File: src/rtl/rmt_pkg.sv
// ----------------------------------------------------------------------------
// rmt_pkg - running median tracker shared definitions
// Data widths, default capacity and sequencer codes.
// ----------------------------------------------------------------------------
package rmt_pkg;

    localparam int RMT_CAPACITY = 64;
    localparam int RMT_DATA_W   = 32;
    localparam int RMT_CNT_OUT_W = 7;

    localparam int RMT_S_TDATA_W = 40;
    localparam int RMT_M_TDATA_W = 40;

    localparam logic [1:0] ST_IDLE = 2'd0;
    localparam logic [1:0] ST_PICK = 2'd1;
    localparam logic [1:0] ST_OUT  = 2'd2;

    typedef logic signed [RMT_DATA_W-1:0] rmt_data_t;

endpackage

File: src/rtl/rmt_cell.sv
// ----------------------------------------------------------------------------
// rmt_cell - one slot of the sorted sample chain
// Keeps its value, takes the new sample, or takes its left neighbor's value,
// so the chain stays in ascending order after each insert. Also drives its
// value onto the median taps when its index is selected.
// ----------------------------------------------------------------------------
module rmt_cell
    import rmt_pkg::*;
#(
    parameter int IDX = 0,
    parameter int CW  = 7,
    parameter int IW  = 6
) (
    input  logic          aclk,
    input  logic          ins_en,
    input  rmt_data_t     ins_val,
    input  logic [CW-1:0] occ_count,
    input  logic          left_keep,
    input  rmt_data_t     left_val,
    input  logic [IW-1:0] lo_idx,
    input  logic [IW-1:0] hi_idx,
    output logic          keep,
    output rmt_data_t     val,
    output rmt_data_t     lo_tap,
    output rmt_data_t     hi_tap
);

    rmt_data_t val_reg;
    rmt_data_t val_next;
    logic      occupied;

    assign occupied = (CW'(IDX) < occ_count);
    assign keep     = occupied && (val_reg <= ins_val);
    assign val      = val_reg;

    always_comb begin
        if (keep) begin
            val_next = val_reg;
        end else if (left_keep) begin
            val_next = ins_val;
        end else begin
            val_next = left_val;
        end
    end

    always_ff @(posedge aclk) begin
        if (ins_en) begin
            val_reg <= val_next;
        end
    end

    assign lo_tap = (lo_idx == IW'(IDX)) ? val_reg : '0;
    assign hi_tap = (hi_idx == IW'(IDX)) ? val_reg : '0;

endmodule

File: config.mk
export PLATFORM = sky130hd
export DESIGN_NAME = rmt_cell
export DESIGN_NICKNAME = d
export VERILOG_FILES = /design/src/rtl/rmt_pkg.sv /design/src/rtl/rmt_cell.sv
export SDC_FILE = /design/constraint.sdc
export NUM_CORES = 1
export LEC_CHECK = 0
export ABC_AREA = 0
export BUFFER_PORTS_ARGS = -buffer_cell sky130_fd_sc_hd__buf_2
export CAP_MARGIN = 20
export CORE_ASPECT_RATIO = 1.4
export CORE_MARGIN = 2
export CORE_UTILIZATION = 33
export DETAILED_ROUTE_END_ITERATION = 7
export PLACE_DENSITY = 0.66
export SETUP_SLACK_MARGIN = 0.3
export SLEW_MARGIN = 20
export SYNTH_ARGS = -nofsm -noshare
export SYNTH_HDL_FRONTEND = slang
export SYNTH_SLANG_ARGS = --single-unit
File: constraint.sdc
create_clock -name aclk -period 3.9 [get_ports aclk]
set_clock_uncertainty 0.1 [all_clocks]
set_input_delay 0.78 -clock aclk [delete_from_list [all_inputs] [get_ports aclk]]
set_output_delay 0.78 -clock aclk [all_outputs]
set_load 0.01 [all_outputs]
==> impl_metrics.env, run 1 <==
export IMPL_arrival_ps=2590
export IMPL_yosys_area_top_type="edfxtp_1"
export IMPL_grt_max_degree=33
export IMPL_cts_buffers=5
export IMPL_status="completed"
export IMPL_seqPwrFrac_pct=46.9
export IMPL_die_area_um2=8760
export IMPL_max_cap_violations=0
export IMPL_cp_required_ps=3020
export IMPL_fin_cells=544
export IMPL_rsz0062_at_grt="no"
export IMPL_antenna_left=0
export IMPL_synth_area_leaders="edfxtp_1 36%, ha_1 15%, and2_1 15%, mux2_2 9.8%, inv_1 4.5%"
export IMPL_area_growth_syn_to_layout_pct=42.4
export IMPL_cts_clk_slew_worst_paths_ps=60
export IMPL_synthSimpleGateAreaFrac_pct=22.9
export IMPL_io_pins=183
export IMPL_ys_seq_area_share_pct=36.3
export IMPL_use_met1_pct=17.3
export IMPL_antenna_found_initial=0
export IMPL_finalSetupViolations=0
export IMPL_power_switching_mw=0.300
export IMPL_crit_chain="buf_2 > inv_1 > ha_1 > a21o_1 > nand3_2 > a211oi_1 > or4_4 > a211oi_2 > nand3b_1 > buf_2"
export IMPL_finalWorstSetupSlack_ps=431
export IMPL_gp_congestion=0.706
export IMPL_synthAdderAreaFrac_pct=15.1
export IMPL_ys_warn_count=0
export IMPL_clock_sinks=32
export IMPL_top_usage_layer="met2"
export IMPL_powerDensity_nw_per_um2=262
export IMPL_hpwl_um=5950
export IMPL_crit_buf_inv=3
export IMPL_largest_register_ffs=32
export IMPL_crit_top_cell="buf_2"
export IMPL_final_nets=561
export IMPL_crit_family="simple AND/OR/NAND/NOR gates"
export IMPL_synthXorXnorAreaFrac_pct=0
export IMPL_synth_seq_cells=32
export IMPL_post_synth_cell_area_avg_um2=10.2
export IMPL_start_util_pct=34.1
export IMPL_grt_ovfl_total=0
export IMPL_start_kind="input port"
export IMPL_die_h_um=110
export IMPL_critPathSlowestCell="or4_4"
export IMPL_dr_pass1_iters=4
export IMPL_slew_viol_final=0
export IMPL_totalWireLength_um=7160
export IMPL_synthMuxAreaShare_pct=13.6
export IMPL_netlist_area_um2=2650
export IMPL_final_common_cell="buf_2"
export IMPL_grt_pass1_vias=2340
export IMPL_dp_slack_ps=253
export IMPL_post_place_cells=536
export IMPL_drive_gt1_share_pct=50.0
export IMPL_fin_crit_ps=3470
export IMPL_clockBufferDepth=2
export IMPL_route_detailed_drc=0
export IMPL_comb_power_share_pct=28.2
export IMPL_fin_util_pct=48.6
export IMPL_io_buffers=182
export IMPL_relSlewSlack_pct=45.9
export IMPL_synth_top_family_by_area="simple AND/OR/NAND/NOR gates"
export IMPL_tritoncts="done"
export IMPL_cp_end_kind="output pin"
export IMPL_place_area_um2=3680
export IMPL_ir_drop_v=0.000138
export IMPL_worstSetupPathType="in2out"
export IMPL_yosys_area_top_type_share_pct=36.3
export IMPL_diodes=0
export IMPL_clkPwrFrac_pct=24.9
export IMPL_min_path_type="in2reg"
export IMPL_timing_final_crit_share_pct=88.9
export IMPL_synth_compound_area_share_pct=5.91
export IMPL_totalPowerFinal_mw=0.988
export IMPL_root_buffer="clkbuf_8"
export IMPL_whs_ps=686
export IMPL_syn_num_nets=378
export IMPL_crit_fanout=2
export IMPL_clk_latency_ps=280
export IMPL_syn_inst=260
export IMPL_slowest_delay_ps=530
export IMPL_final_area_um2=3770
export IMPL_htree_levels=2
export IMPL_grt_pass1_wl_um=10700
export IMPL_viasPerCell=4.64
export IMPL_power_leakage_nw=2.04
export IMPL_grt_total_usage_pct=15.7
export IMPL_fp_dieW_um=79.7
export IMPL_timing_final_hold_violations=0
export IMPL_met2_usage_pct=30.2
export IMPL_final_cell_mix="182 x buf_2, 62 x and2_1, 32 x inv_1, 32 x ha_1, 32 x edfxtp_1"
export IMPL_drtIter0Drc=64
export IMPL_rows=38
export IMPL_setup_tns_ps=0
export IMPL_core_area_um2=7750
export IMPL_swShare_pct=30.3
export IMPL_internal_power_mw=0.688
export IMPL_synth_cell_types=33
export IMPL_grt_use_met3_pct=2.22
export IMPL_via_count=2522
export IMPL_detail_route_wl_per_cell_um=13.2
export IMPL_fmax_ghz=0.288
export IMPL_tightest_slew_ps=812
## cells by family after synthesis
| logic type | Yosys count |
|---|---|
| AOI/OAI and AO/OA | 23 |
| adders and majority gates | 32 |
| buffers and inverters | 42 |
| DFF | 32 |
| muxes | 32 |
| and+or+nand+nor | 99 |
## Yosys cell counts
master    number
a211oi_2       1
and2_1        62
a221o_1        1
a21o_1         3
a21boi_0       1
nand3_2        1
nor4_1         4
a21oi_1       10
nor2b_1        1
nor3_1         4
and3_1         2
o21ai_0        2
o211ai_1       1
and4_1         1
o211ai_2       1
inv_1         32
buf_1          3
clkbuf_1       5
buf_2          2
edfxtp_1      32
ha_1          32
a211oi_1       2
nand4_1        6
nand2_1        8
or4_4          1
nand3_1        2
mux2_2        23
nand3b_1       2
and4b_1        1
nor2_1         2
a221oi_1       1
mux2_1         9
or4_1          2
## final cells by class
class	instances	area, µm²
clock buffer	7	76.3
clock inverter	1	3.75
fill	758	3980
inverter	32	120
multi-input combinational	186	1540
sequential	32	961
tap	100	125
timing repair buffer	186	941
## worst reg2reg max path, stage by stage (launching register included)
cell and delay, ps:
edfxtp_1 430, ha_1 340, nand4_1 190, nor3_2 260, a21boi_0 240, or4_4 170
a211oi_2 60, and4b_2 840
## per-layer routing
metal,wire [µm],vias to the layer above
met2,3790,107
met1,2770,1132
met5,0,-
met4,93,0
met3,515,6
li1,-,1277
## power groups by stage
stage | logic, mW | clock network [mW] | registers [mW]
after CTS | 0.285 | 0.261 | 0.464
after floorplan | 0.143 | 0 | 0.479
after detailed placement | 0.283 | 0 | 0.472
after global placement | 0.281 | 0 | 0.469
final | 0.279 | 0.246 | 0.463
after global routing | 0.317 | 0.272 | 0.469
## what timing repair did
item | 4_1_cts | 5_1_grt
setup buffers | 0 | 0
hold buffers | 0 | 0
gates resized for setup | 0 | 1
endpoints found under the setup margin | 0 | 1
## final timing paths
check	cells past startpoint	endpoint	slack, ps	from
worst min register to register	5	val[24]	1460	val[31]
worst max-delay path	10	keep	430	ins_val[5]
worst max register to register	7	val[8]	880	val[15]
worst min-delay path	2	val[0]	690	left_val[0]
Note: power is estimated with default switching activity, not from simulation.
==> run 2, diff against run 1 <==
--- a/config.mk
+++ b/config.mk
@@ -13,4 +13,5 @@
 export CORE_UTILIZATION = 33
 export DETAILED_ROUTE_END_ITERATION = 7
+export HOLD_SLACK_MARGIN = 0.05
 export PLACE_DENSITY = 0.66
 export SETUP_SLACK_MARGIN = 0.3
==> constraint.sdc (replaced) <==
create_clock -name aclk -period 4 [get_ports aclk]
set_clock_uncertainty 0.1 [all_clocks]
set_input_delay 0.4 -clock aclk [delete_from_list [all_inputs] [get_ports aclk]]
set_output_delay 0.4 -clock aclk [all_outputs]
set_load 0.01 [all_outputs]
==> run 2 against run 1 <==
Net effect:
- non-clock buffer count fell by 2
- power fell by 2.5%
- clock-buffer cell count fell by 2
- critical path type is now reg2reg
- highest routed layer unchanged
- routed wire length rose by 2.6%
- final area fell by 0.46%
- worst hold slack got worse by 390 ps
- largest power group unchanged
==> impl_metrics.env, run 2 (synthesis gave the netlist of run 1 again) <==
export IMPL_via_count=2531
export IMPL_finalWorstSetupSlack_ps=938
export IMPL_dp_slack_ps=789
export IMPL_diodes=0
export IMPL_antenna_left=0
export IMPL_powerDensity_nw_per_um2=257
export IMPL_fin_crit_ps=3060
export IMPL_r2r_start="val[15]"
export IMPL_area_growth_syn_to_layout_pct=41.8
export IMPL_worstSetupPathType="reg2reg"
export IMPL_power_leakage_nw=2.03
export IMPL_totalWireLength_um=7350
export IMPL_die_h_um=110
export IMPL_cts_clk_slew_worst_paths_ps=70
export IMPL_core_area_um2=7750
export IMPL_rsz0062_at_grt="no"
export IMPL_relSlewSlack_pct=47.2
export IMPL_worstHoldStart="left_val[0]"
export IMPL_status="completed"
export IMPL_gp_congestion=0.720
export IMPL_clock_sinks=32
export IMPL_io_pins=183
export IMPL_timing_final_hold_violations=0
export IMPL_drtIter0Drc=35
export IMPL_grt_total_usage_pct=16.1
export IMPL_final_common_cell="buf_2"
export IMPL_hpwl_um=6060
export IMPL_fmax_ghz=0.327
export IMPL_grt_ovfl_total=0
export IMPL_final_cell_mix="182 x buf_2, 62 x and2_1, 32 x inv_1, 32 x ha_1, 32 x edfxtp_1"
export IMPL_crit_fanout=32
export IMPL_rows=38
export IMPL_ctsHoldBuffers=0
export IMPL_viasPerCell=4.67
export IMPL_grt_max_degree=33
export IMPL_setup_tns_ps=0
export IMPL_drive_gt1_share_pct=50.0
export IMPL_min_path_type="in2reg"
export IMPL_clockBufferDepth=2
export IMPL_arrival_ps=2870
export IMPL_fp_dieW_um=79.7
export IMPL_start_kind="flop"
export IMPL_tritoncts="done"
export IMPL_cts_resized=0
export IMPL_antenna_found_initial=0
export IMPL_critPathLaunch="val[15]"
export IMPL_htree_levels=2
export IMPL_tightest_slew_ps=792
export IMPL_largest_register_ffs=32
export IMPL_start_util_pct=34.1
export IMPL_final_nets=559
export IMPL_cts_buffers=5
export IMPL_max_cap_violations=0
export IMPL_ir_drop_v=0.000134
export IMPL_cts_setup_buffers=0
export IMPL_cp_required_ps=3810
export IMPL_slew_viol_final=0
export IMPL_route_detailed_drc=0
export IMPL_detail_route_wl_per_cell_um=13.6
export IMPL_root_buffer="clkbuf_8"
export IMPL_finalSetupViolations=0
export IMPL_grt_pass1_vias=2371
export IMPL_fin_cells=542
export IMPL_timing_final_crit_share_pct=76.6
export IMPL_grt_pass1_wl_um=10800
export IMPL_cp_end_kind="flop"
export IMPL_clk_latency_ps=280
export IMPL_post_place_cells=534
export IMPL_io_buffers=182
export IMPL_dr_pass1_iters=4
export IMPL_die_area_um2=8760
run 2: cell types whose count changed in the layout (fill, tap and decap cells not counted), sizes merged:
cell    change
clkbuf      -2
buf         -2
clkinv      +2
run 2: cell type report:
| class | count | area (µm²) |
|---|---|---|
| clock buffers | 5 | 68.8 |
| clock inverters | 3 | 13.8 |
| fillers | 750 | 4000 |
| inverters | 32 | 120 |
| multi-input cells | 186 | 1540 |
| flip-flops and latches | 32 | 961 |
| well taps | 100 | 125 |
| repair buffers | 184 | 926 |
run 2: where the power goes:
group | total [mW] | internal, mW | switching [mW] | leakage [nW]
combinational | 0.273 | 0.130 | 0.143 | 1.69
clock | 0.238 | 0.118 | 0.120 | 0.0453
sequential | 0.452 | 0.420 | 0.0318 | 0.302
run 2: worst max-delay path, cell delays in order, from the launching register on:
cell      delay (ps)
edfxtp_1         430
ha_1             330
nand4_1          170
nor3_1           330
a21boi_0         270
or4_4            170
a211oi_2          60
and4b_2          820
run 2: final timing paths:
kind | endpoint | slack, ps | cells after the start
worst max register to register | val[27] | 940 | 7
worst min register to register | val[11] | 1460 | 5
worst min-delay path | val[0] | 300 | 2
worst max-delay path | val[27] | 940 | 7
run 2: stage by stage:
step,cell area (µm²),power [mW],util [%],hold WS (ps)
2_1_floorplan,2650,0.606,-,501
3_3_place_gp,3670,0.730,47.3,584
3_5_place_dp,3670,0.737,47.3,585
4_1_cts,3750,0.981,48.4,290
5_1_grt,3750,1.03,48.4,289
6_report,3750,0.963,48.4,301
run 2: per-layer routing:
| metal | global-route usage (%) | routed length, µm | vias up |
|---|---|---|---|
| li1 | - | - | 1272 |
| met1 | 17.0 | 2840 | 1144 |
| met2 | 31.9 | 3880 | 108 |
| met3 | 2.30 | 543 | 7 |
| met4 | 5.17 | 92 | 0 |
| met5 | 0 | 0 | - |
==> run 3, diff against run 2 <==
clock period = 2.85 ns   (was 4 ns; I/O delays follow)
==> run 3 against run 2 <==
Net effect:
- clock-buffer cell count unchanged
- critical path depth increased by 1
- setup slack got worse by 860 ps
- via count increased by 3.4%
- die area unchanged
- first-iteration DRC count increased by 97%
- routed wire length increased by 8.8%
- flip-flop and latch count unchanged
==> impl_metrics.env, run 3 (synthesis gave the netlist of run 1 again) <==
export IMPL_status="completed"
export IMPL_critPathSlowestCell="or4_4"
export IMPL_final_area_um2=4100
export IMPL_crit_fanout=2
export IMPL_whs_path_depth=2
export IMPL_clock_sinks=32
export IMPL_route_detailed_drc=0
export IMPL_root_buffer="clkbuf_8"
export IMPL_worstHoldStart="left_val[23]"
export IMPL_cts_buffers=5
export IMPL_largest_register_ffs=32
export IMPL_slowest_delay_ps=550
export IMPL_post_place_cells=542
export IMPL_antenna_found_initial=0
export IMPL_hpwl_um=6290
export IMPL_cp_end_kind="output pin"
export IMPL_fmax_ghz=0.360
export IMPL_reg2reg_slack_ps=200
export IMPL_crit_family="simple AND/OR/NAND/NOR gates"
export IMPL_power_leakage_nw=2.17
export IMPL_drive_gt1_share_pct=55.2
export IMPL_die_h_um=110
export IMPL_timing_final_hold_violations=0
export IMPL_clk_latency_ps=270
export IMPL_die_area_um2=8760
export IMPL_power_switching_mw=0.433
export IMPL_final_common_cell="buf_2"
export IMPL_via_count=2617
export IMPL_fp_dieW_um=79.7
export IMPL_comb_power_share_pct=35.3
export IMPL_viasPerCell=4.64
export IMPL_grt_max_degree=33
export IMPL_worst_hold_path_endpoint="val[23]"
export IMPL_io_pins=183
export IMPL_detail_route_wl_per_cell_um=14.2
export IMPL_diodes=0
export IMPL_relSlewSlack_pct=50.7
export IMPL_grt_pass1_vias=2555
export IMPL_core_area_um2=7750
export IMPL_clkPwrFrac_pct=21.4
export IMPL_place_area_um2=3730
export IMPL_tritoncts="done"
export IMPL_crit_chain="ha_1 > a21o_1 > nand3_2 > a211oi_2 > or4_4 > a211oi_4 > nand3b_1 > buf_2"
export IMPL_ctsHoldBuffers=0
export IMPL_final_nets=584
export IMPL_slew_viol_final=0
export IMPL_reg2reg_depth=9
export IMPL_rows=38
export IMPL_r2r_start="val[5]"
export IMPL_max_cap_violations=0
export IMPL_grt_ovfl_total=0
export IMPL_drtIter0Drc=69
export IMPL_powerDensity_nw_per_um2=353
export IMPL_crit_buf_inv=1
export IMPL_rsz0062_at_grt="yes"
export IMPL_totalWireLength_um=7990
export IMPL_antenna_left=0
export IMPL_clockBufferDepth=2
export IMPL_htree_levels=2
export IMPL_finalSetupViolations=0
export IMPL_start_kind="flop"
export IMPL_swShare_pct=30.0
export IMPL_fin_crit_ps=2780
export IMPL_gp_congestion=0.763
export IMPL_arrival_ps=2390
export IMPL_area_growth_syn_to_layout_pct=54.8
export IMPL_fin_cells=564
export IMPL_tightest_slew_ps=739
export IMPL_worstSetupPathType="reg2out"
export IMPL_cp_required_ps=2470
export IMPL_min_path_type="in2reg"
export IMPL_cts_clk_slew_worst_paths_ps=60
export IMPL_grt_pass1_wl_um=11900
export IMPL_start_util_pct=34.1
export IMPL_r2r_end="val[24]"
export IMPL_dr_pass1_iters=4
export IMPL_final_cell_mix="182 x buf_2, 62 x and2_1, 32 x inv_1, 32 x edfxtp_1, 27 x ha_1"
export IMPL_fin_util_pct=52.8
export IMPL_ir_drop_v=0.000242
export IMPL_grt_total_usage_pct=17.5
export IMPL_internal_power_mw=1.01
export IMPL_timing_final_crit_share_pct=97.4
export IMPL_seqPwrFrac_pct=43.4
export IMPL_io_buffers=182
run 3: cell count changes in the layout (fill, tap and decap cells not counted), moves of 2 or more:
cell	delta
ha_4	+5
ha_1	-5
buf_12	+3
buf_4	+20
and4b_4	+2
clkinv_2	-2
run 3: area by class of cell:
class                      instances  area, µm²
clock buffer                       5       68.8
sequential                        32        961
multi-input combinational        187       1660
timing repair buffer             208       1160
fill                             760       3650
inverter                          32        120
tap                              100        125
run 3: worst max path at each step:
stage                            from      to  slack (ps)  cells after the start
after floorplan               val[30]  val[0]         300                      6
after global placement    ins_val[15]  val[7]          90                      9
after detailed placement      val[15]  val[6]        -130                      7
after CTS                      val[5]    keep          60                      8
after global routing           val[5]    keep         -30                      8
final                          val[5]    keep          70                      8
run 3: power by group through the flow:
stage / registers (mW) / clock network, mW / logic, mW
2_1_floorplan: 0.654 / 0 / 0.198
3_5_place_dp: 0.641 / 0 / 0.410
3_3_place_gp: 0.636 / 0 / 0.403
6_report: 0.627 / 0.309 / 0.510
5_1_grt: 0.634 / 0.342 / 0.566
4_1_cts: 0.625 / 0.326 / 0.498
run 3: per-stage QoR:
| step | TNS (ps) | power, mW | setup WS (ps) | hold WS (ps) |
|---|---|---|---|---|
| 2_1_floorplan | 0 | 0.852 | 300 | 386 |
| 3_3_place_gp | 0 | 1.04 | 89.1 | 471 |
| 3_5_place_dp | -4010 | 1.05 | -126 | 479 |
| 4_1_cts | 0 | 1.45 | 58.2 | 190 |
| 5_1_grt | -28.1 | 1.54 | -28.1 | 196 |
| 6_report | 0 | 1.45 | 73.1 | 199 |
run 3: layer usage:
layer / global-route usage (%) / vias to the layer above / share of wire (%)
met3: 2.46 / 6 / 5.5
met5: 0 / - / 0
met4: 5.67 / 0 / 1.3
li1: - / 1325 / -
met1: 17.9 / 1188 / 36
met2: 35.5 / 98 / 57
run 3: what timing repair did:
action	4_1_cts	5_1_grt
resized for setup	8	8
setup endpoints to repair	33	33
setup buffers	12	3
pin swaps	7	0
gates cloned	2	0
